<file path="config.mk">
export PLATFORM = sky130hd
export DESIGN_NAME = utf8_to_utf16_decoder
export DESIGN_NICKNAME = d
export VERILOG_FILES = /design/src/hw/rtl/u8u16_pkg.sv /design/src/hw/rtl/u8u16_core.sv /design/src/hw/rtl/u8u16_outbuf.sv /design/src/hw/rtl/utf8_to_utf16_decoder.sv
export SDC_FILE = /design/constraint.sdc
export NUM_CORES = 1
export LEC_CHECK = 0
export ABC_CLOCK_PERIOD_IN_PS = 2600
export CORE_ASPECT_RATIO = 1.4
export CORE_MARGIN = 2
export CORE_UTILIZATION = 45
export CTS_CLUSTER_SIZE = 8
export DETAILED_ROUTE_END_ITERATION = 12
export DONT_BUFFER_PORTS = 1
export GPL_TIMING_DRIVEN = 0
export HOLD_SLACK_MARGIN = 0.08
export PLACE_DENSITY = 0.57
export SLEW_MARGIN = 20
export SYNTH_ARGS = -nofsm -noshare
export SYNTH_HDL_FRONTEND = slang
export SYNTH_SLANG_ARGS = --single-unit
</file>
<file path="constraint.sdc">
create_clock -name i_clk -period 2.6 [get_ports i_clk]
set_input_delay 0.26 -clock i_clk [delete_from_list [all_inputs] [get_ports i_clk]]
set_output_delay 0.26 -clock i_clk [all_outputs]
set_load 0.02 [all_outputs]
</file>
<file path="src/hw/rtl/u8u16_pkg.sv">
// Shared types and constants for the UTF-8 to UTF-16 decoder.
package u8u16_pkg;

    // Byte class boundaries of a UTF-8 lead byte.
    localparam logic [7:0] SINGLE_MAX = 8'hBF;
    localparam logic [7:0] LEAD2_MAX  = 8'hDF;
    localparam logic [7:0] LEAD3_MAX  = 8'hEF;
    localparam logic [7:0] LEAD4_MAX  = 8'hF7;

    localparam int RUNE_W = 21;
    localparam int UNIT_W = 16;

    localparam logic [19:0]       SUPP_BASE  = 20'h10000;
    localparam logic [UNIT_W-1:0] HIGH_SURR  = 16'hD800;
    localparam logic [UNIT_W-1:0] LOW_SURR   = 16'hDC00;

    // Number of code units a byte produces.
    localparam logic [1:0] CNT_NONE = 2'd0;
    localparam logic [1:0] CNT_ONE  = 2'd1;
    localparam logic [1:0] CNT_TWO  = 2'd2;

    // Up to two code units produced by one byte, handed to the output buffer.
    typedef struct packed {
        logic [1:0]        cnt;
        logic [UNIT_W-1:0] unit0;
        logic [UNIT_W-1:0] unit1;
        logic              final_flag;
    } t_units;

endpackage

</file>
<file path="src/hw/rtl/u8u16_core.sv">
// Decode core: sequence state and the single-pass byte to code unit logic.
module u8u16_core (
    input  logic               i_clk,
    input  logic               i_rst_n,
    input  logic               i_advance,
    input  logic [7:0]         i_text_byte,
    input  logic               i_last_byte,
    output u8u16_pkg::t_units  o_units
);
    import u8u16_pkg::*;

    logic [1:0]        r_pend;
    logic [1:0]        r_slen;
    logic [RUNE_W-1:0] r_acc;
    logic [1:0]        n_pend;
    logic [1:0]        n_slen;
    logic [RUNE_W-1:0] n_acc;

    logic              pass;
    logic [1:0]        p1;
    logic [1:0]        l1;
    logic [RUNE_W-1:0] a1;
    logic [RUNE_W-1:0] af;
    logic [RUNE_W-1:0] rune;
    logic              complete;
    logic              flush;
    logic              emit;
    logic [19:0]       supp;

    always_comb begin
        pass = 1'b0;
        p1   = r_pend;
        l1   = r_slen;
        a1   = r_acc;
        if (r_pend == 2'd0) begin
            case (i_text_byte) inside
                [8'h00:SINGLE_MAX], [8'hF8:8'hFF]: begin
                    pass = 1'b1;
                    p1   = 2'd0;
                    l1   = 2'd0;
                    a1   = '0;
                end
                [8'hC0:LEAD2_MAX]: begin
                    p1 = 2'd1;
                    l1 = 2'd1;
                    a1 = {16'd0, i_text_byte[4:0]};
                end
                [8'hE0:LEAD3_MAX]: begin
                    p1 = 2'd2;
                    l1 = 2'd2;
                    a1 = {17'd0, i_text_byte[3:0]};
                end
                [8'hF0:LEAD4_MAX]: begin
                    p1 = 2'd3;
                    l1 = 2'd3;
                    a1 = {18'd0, i_text_byte[2:0]};
                end
                default: begin
                    pass = 1'b1;
                end
            endcase
            complete = 1'b0;
        end else begin
            a1       = {r_acc[RUNE_W-7:0], i_text_byte[5:0]};
            p1       = r_pend - 2'd1;
            complete = (p1 == 2'd0);
        end

        // Missing following bytes count as zero bits when the text ends early.
        flush = i_last_byte && (p1 != 2'd0);
        case (p1)
            2'd1:    af = {a1[RUNE_W-7:0], 6'd0};
            2'd2:    af = {a1[RUNE_W-13:0], 12'd0};
            2'd3:    af = {a1[RUNE_W-19:0], 18'd0};
            default: af = a1;
        endcase

        emit = complete || flush;
        rune = complete ? a1 : af;
        supp = rune[19:0] - SUPP_BASE;

        o_units.final_flag = i_last_byte;
        o_units.unit1      = LOW_SURR | {6'd0, supp[9:0]};
        if (pass) begin
            o_units.cnt   = CNT_ONE;
            o_units.unit0 = {8'd0, i_text_byte};
        end else if (emit && (l1 == 2'd3)) begin
            o_units.cnt   = CNT_TWO;
            o_units.unit0 = HIGH_SURR | {6'd0, supp[19:10]};
        end else if (emit) begin
            o_units.cnt   = CNT_ONE;
            o_units.unit0 = rune[UNIT_W-1:0];
        end else begin
            o_units.cnt   = CNT_NONE;
            o_units.unit0 = rune[UNIT_W-1:0];
        end

        if (pass || emit) begin
            n_pend = 2'd0;
            n_slen = 2'd0;
            n_acc  = '0;
        end else begin
            n_pend = p1;
            n_slen = l1;
            n_acc  = a1;
        end
    end

    always_ff @(posedge i_clk) begin
        if (!i_rst_n) begin
            r_pend <= 2'd0;
            r_slen <= 2'd0;
            r_acc  <= '0;
        end else if (i_advance) begin
            r_pend <= n_pend;
            r_slen <= n_slen;
            r_acc  <= n_acc;
        end
    end

endmodule

</file>
<file path="src/hw/rtl/u8u16_outbuf.sv">
// Result register that holds up to two code units and hands them out one per word.
module u8u16_outbuf (
    input  logic                          i_clk,
    input  logic                          i_rst_n,
    input  logic                          i_load,
    input  u8u16_pkg::t_units             i_units,
    output logic                          o_free,
    output logic                          o_valid,
    input  logic                          i_stall,
    output logic [u8u16_pkg::UNIT_W-1:0]  o_code_unit,
    output logic                          o_last_of_item,
    output logic                          o_final_unit
);
    import u8u16_pkg::*;

    logic [1:0]        r_cnt;
    logic              r_idx;
    logic [UNIT_W-1:0] r_unit0;
    logic [UNIT_W-1:0] r_unit1;
    logic              r_final;
    logic              last_slot;
    logic              take;

    assign o_valid   = (r_cnt != CNT_NONE);
    assign last_slot = (r_cnt == CNT_ONE) || r_idx;
    assign take      = o_valid && !i_stall;
    assign o_free    = !o_valid || (take && last_slot);

    assign o_code_unit    = r_idx ? r_unit1 : r_unit0;
    assign o_last_of_item = last_slot;
    assign o_final_unit   = last_slot && r_final;

    always_ff @(posedge i_clk) begin
        if (!i_rst_n) begin
            r_cnt <= CNT_NONE;
            r_idx <= 1'b0;
        end else if (i_load) begin
            r_cnt <= i_units.cnt;
            r_idx <= 1'b0;
        end else if (take) begin
            if (last_slot) begin
                r_cnt <= CNT_NONE;
                r_idx <= 1'b0;
            end else begin
                r_idx <= 1'b1;
            end
        end
    end

    always_ff @(posedge i_clk) begin
        if (i_load) begin
            r_unit0 <= i_units.unit0;
            r_unit1 <= i_units.unit1;
            r_final <= i_units.final_flag;
        end
    end

endmodule

</file>
<file path="src/hw/rtl/utf8_to_utf16_decoder.sv">
// Top level of the UTF-8 to UTF-16 decoder: input register, decode core, result buffer.
//
// The decoder takes one UTF-8 byte per word on the input channel, with i_last_byte
// marking the final byte of the text, and delivers UTF-16 code units on the output
// channel. Lead bytes C0-DF, E0-EF and F0-F7 open a sequence of one, two or three
// following bytes; the low six bits of each following byte are taken without checking
// that it is a real continuation byte. Any other byte seen with no sequence open is
// passed through as a single code unit. A four-byte rune is offset by 0x10000 and sent
// as a high then low surrogate. When the text ends inside a sequence, the missing bits
// are taken as zero and the unit is flushed on the last byte. Each byte is held in the
// input register and is decoded in a single pass into a two-entry result register, so
// a byte can be accepted every cycle while the output is not stalled. A byte that
// yields a surrogate pair holds the result register for two output words, which stalls
// the input; a lead byte alone yields no word. o_last_of_item flags the last unit caused
// by a byte and o_final_unit the last unit of the whole text.
module utf8_to_utf16_decoder (
    input  logic                          i_clk,
    input  logic                          i_rst_n,
    input  logic                          i_valid,
    output logic                          o_stall,
    input  logic [7:0]                    i_text_byte,
    input  logic                          i_last_byte,
    output logic                          o_valid,
    input  logic                          i_stall,
    output logic [u8u16_pkg::UNIT_W-1:0]  o_code_unit,
    output logic                          o_last_of_item,
    output logic                          o_final_unit
);
    import u8u16_pkg::*;

    logic       r_in_valid;
    logic [7:0] r_in_byte;
    logic       r_in_last;
    logic       out_free;
    logic       advance;
    logic       accept;
    t_units     units;

    // The held byte moves into the result register once that register is empty
    // or is handing out its last unit in this cycle.
    assign advance = r_in_valid && out_free;
    assign o_stall = r_in_valid && !out_free;
    assign accept  = i_valid && !o_stall;

    always_ff @(posedge i_clk) begin
        if (!i_rst_n) begin
            r_in_valid <= 1'b0;
        end else if (accept) begin
            r_in_valid <= 1'b1;
        end else if (advance) begin
            r_in_valid <= 1'b0;
        end
    end

    always_ff @(posedge i_clk) begin
        if (accept) begin
            r_in_byte <= i_text_byte;
            r_in_last <= i_last_byte;
        end
    end

    u8u16_core u_core (
        .i_clk       (i_clk),
        .i_rst_n     (i_rst_n),
        .i_advance   (advance),
        .i_text_byte (r_in_byte),
        .i_last_byte (r_in_last),
        .o_units     (units)
    );

    u8u16_outbuf u_outbuf (
        .i_clk          (i_clk),
        .i_rst_n        (i_rst_n),
        .i_load         (advance),
        .i_units        (units),
        .o_free         (out_free),
        .o_valid        (o_valid),
        .i_stall        (i_stall),
        .o_code_unit    (o_code_unit),
        .o_last_of_item (o_last_of_item),
        .o_final_unit   (o_final_unit)
    );

endmodule
</file>
==> results by group <==
Outcome
  – Status: complete, no violations

Logic synthesis
  – Share of the yosys chip area belonging to registers: 53.1%
  – Avg Synthesized Cell Area: 10.6 um2
  – Synth async-reset ratio: 0%
  – Synth Flop Type: edfxtp_1
  – Post-Synthesis Cell Area: 2870 um2
  – Synth cell types: 47
  – Mapped Cells: 271
  – EDFF count, synth: 36
  – Flops & latches, synth: 58
  – Syn Nets: 285
  – Yosys Warn Count: 0

Floorplan
  – Die footprint: 7030 um2
  – Initial Util: 46.5%
  – I/O Pins: 33
  – Core area: 6170 um2
  – Rows: 34
  – Die Ht: 98.4 um
  – Width of the die: 71.5 um

Worst setup path
  – Most used cell, CP: clkbuf_1
  – Worst Path Buf+Inv: 2
  – Startpoint types: flop
  – CP cell instances: clkbuf_1, clkbuf_1, mux2_2
  – WP data required: 2.34 ns
  – Slowest-stage cell, CP: clkbuf_1
  – Crit end category: primary output
  – Largest stage delay on the critical path: 0.48 ns
  – Worst Setup Path Type: flop to primary output
  – Worst-path fanout max: 10
  – Worst EP arrival: 2.01 ns
  – Top Family by Delay on Critical Path: buffers and inverters

Drt
  – WL final: 6750 um
  – Detailed-route DRC error count: 0
  – Drt first-iter violations: 154
  – Final ANT Viol Nets: 0
  – Routed len/inst: 18.3 um
  – DR vias: 2,137
  – Vias/cell: 5.79
  – 1st-pass router iterations: 4

Clock network
  – Insertion delay to the later sink of the worst-skew pair: 0.34 ns
  – CTS tree: yes
  – CTS buffer count: 9
  – Clock sinks: 58
  – Clock buffer depth: 2
  – Post-CTS Setup Bufs: 0
  – Clock-pin slew on the worst setup and hold paths: 0.07 ns
  – Root buf cell: clkbuf_8
  – # H-tree levels: 3

Placed design
  – Port bufs: 0
  – GPL Wtd Cong: 0.898
  – HPWL Detailed: 4790 um
  – Placed insts: 343

STA
  – F_max: 441 MHz
  – Final worst path period need: 2.27 ns
  – TNS Setup: 0 ns
  – Clock Skews: 0.00973 ns
  – Final hold vios: 0
  – Final setup viols: 0
  – Max-Slew Margin vs Limit: 38.1%
  – RSZ-0062 raised after global routing: false
  – Slew Limit Fails: 0
  – Worst Max-Slew Pin Slew: 0.927 ns
  – Period utilization: 87.2%

Global routing
  – GRT Total Usage: 20.8%
  – Largest net degree at the start of global routing: 31
  – First-pass GRT wire length: 11,000 um
  – Vias in the first global route: 2,094
  – Initial antenna violation count: 0
  – GR Overflow Total: 0

Flow run
  – Max-cap viol count: 0

Worst hold path
  – Hold WC Path Type: input pin to flop

Pwr
  – Leak pwr: 0.00121 uW
  – Worst vdd ir: 0.000331 V
  – P per Cell Area: 645 nW/um2

Cells and area
  – Nets: 306
  – Leading cell types in the layout, fill and taps excluded: edfxtp_1 (36), nand2_1 (24), dfxtp_1 (22)
  – Ant. Diodes: 0
  – Area Growth Syn to Fin: 14.2%
  – Commonest non-fill, non-tap cell in the layout: edfxtp_1
  – Final cell count without fillers: 369
  – Layout cell share with drive strength beyond 1: 18.2%
[what timing repair did]
action                    in CTS  in global routing
hold endpoints to repair      10                  0
hold buffers                  10                  0
gates resized for setup        0                  0
[flip-flops by register name, indices dropped and copies added (netlist names)]
signal,cells
u_outbuf.r_cnt,2
u_outbuf.r_unit0,16
u_core.r_acc,14
u_outbuf.r_final,1
r_in_valid,1
r_in_last,1
u_core.r_pend,2
u_core.r_slen,2
r_in_byte,8
u_outbuf.r_idx,1
u_outbuf.r_unit1,10
[metal layers]
| metal | track usage, % | up-vias | share of wire, % |
|---|---|---|---|
| li1 | - | 1038 | - |
| met1 | 25.8 | 1005 | 43 |
| met2 | 33.2 | 68 | 49 |
| met3 | 3.07 | 26 | 4.1 |
| met4 | 13.5 | 0 | 4.3 |
| met5 | 0 | - | 0 |
[cell families after synthesis]
kind of cell	count (synthesis)	share of synthesized area, %
compound gates	73	17.1
mux	18	6.81
simple gates	90	17.2
buf+inv	28	4.50
flops	58	53.1
fa+ha+maj	1	0.436
xor+xnor	3	0.917
[final timing paths]
| path | from | to | slack (ns) | cells past startpoint |
|---|---|---|---|---|
| worst min-delay path | i_stall | u_outbuf.r_cnt[0]$_SDFFE_PN0P_ | 0.18 | 2 |
| worst min register to register | r_in_last$_DFFE_PP_ | u_outbuf.r_final$_DFFE_PP_ | 0.45 | 0 |
| worst max-delay path | u_outbuf.r_idx$_SDFFE_PP0P_ | o_code_unit[0] | 0.33 | 3 |
| worst max register to register | r_in_byte[7]$_DFFE_PP_ | u_outbuf.r_unit0[3]$_DFFE_PP_ | 0.47 | 4 |
[power by group]
part	total [uW]	switching (uW)	internal [uW]
Combinational	160	104	55.5
Sequential	1030	19.6	1010
Clock	918	381	537
[final cells by class]
type	count	area, um2
buffer	21	104
clock buffer	9	124
inverter	7	26.3
fill	564	2890
multi-input combinational	185	1220
timing repair buffer	10	100
clock inverter	7	92.6
sequential	58	1520
tap	72	90.1
[synth_stat cells, drive strengths merged (7+ instances only)]
master,number,area (um2)
clkbuf,10,41.3
nor2b,20,125
dfxtp,22,440
and3,12,75.1
nor2,8,30.0
a22o,7,61.3
edfxtp,36,1080
nand2,25,96.4
mux2,12,135
nand3,7,40.0
o21ai,17,88.8
buf,11,61.3
a21oi,18,90.1
inv,7,26.3
or2,7,46.3
[metrics by stage]
step	total power [uW]	hold slack, ns	area [um2]	util, %	worst slack [ns]
4_1_cts	2130	0.176	3270	53.1	0.242
3_3_place_gp	1200	0.359	2960	47.9	0.0948
5_1_grt	2180	0.210	3270	53.1	0.172
6_report	2110	0.181	3270	53.1	0.333
3_5_place_dp	1200	0.359	2960	48.0	0.441
2_1_floorplan	1160	0.359	2870	-	0.624
No activity file was read; power rests on OpenSTA's default activity.
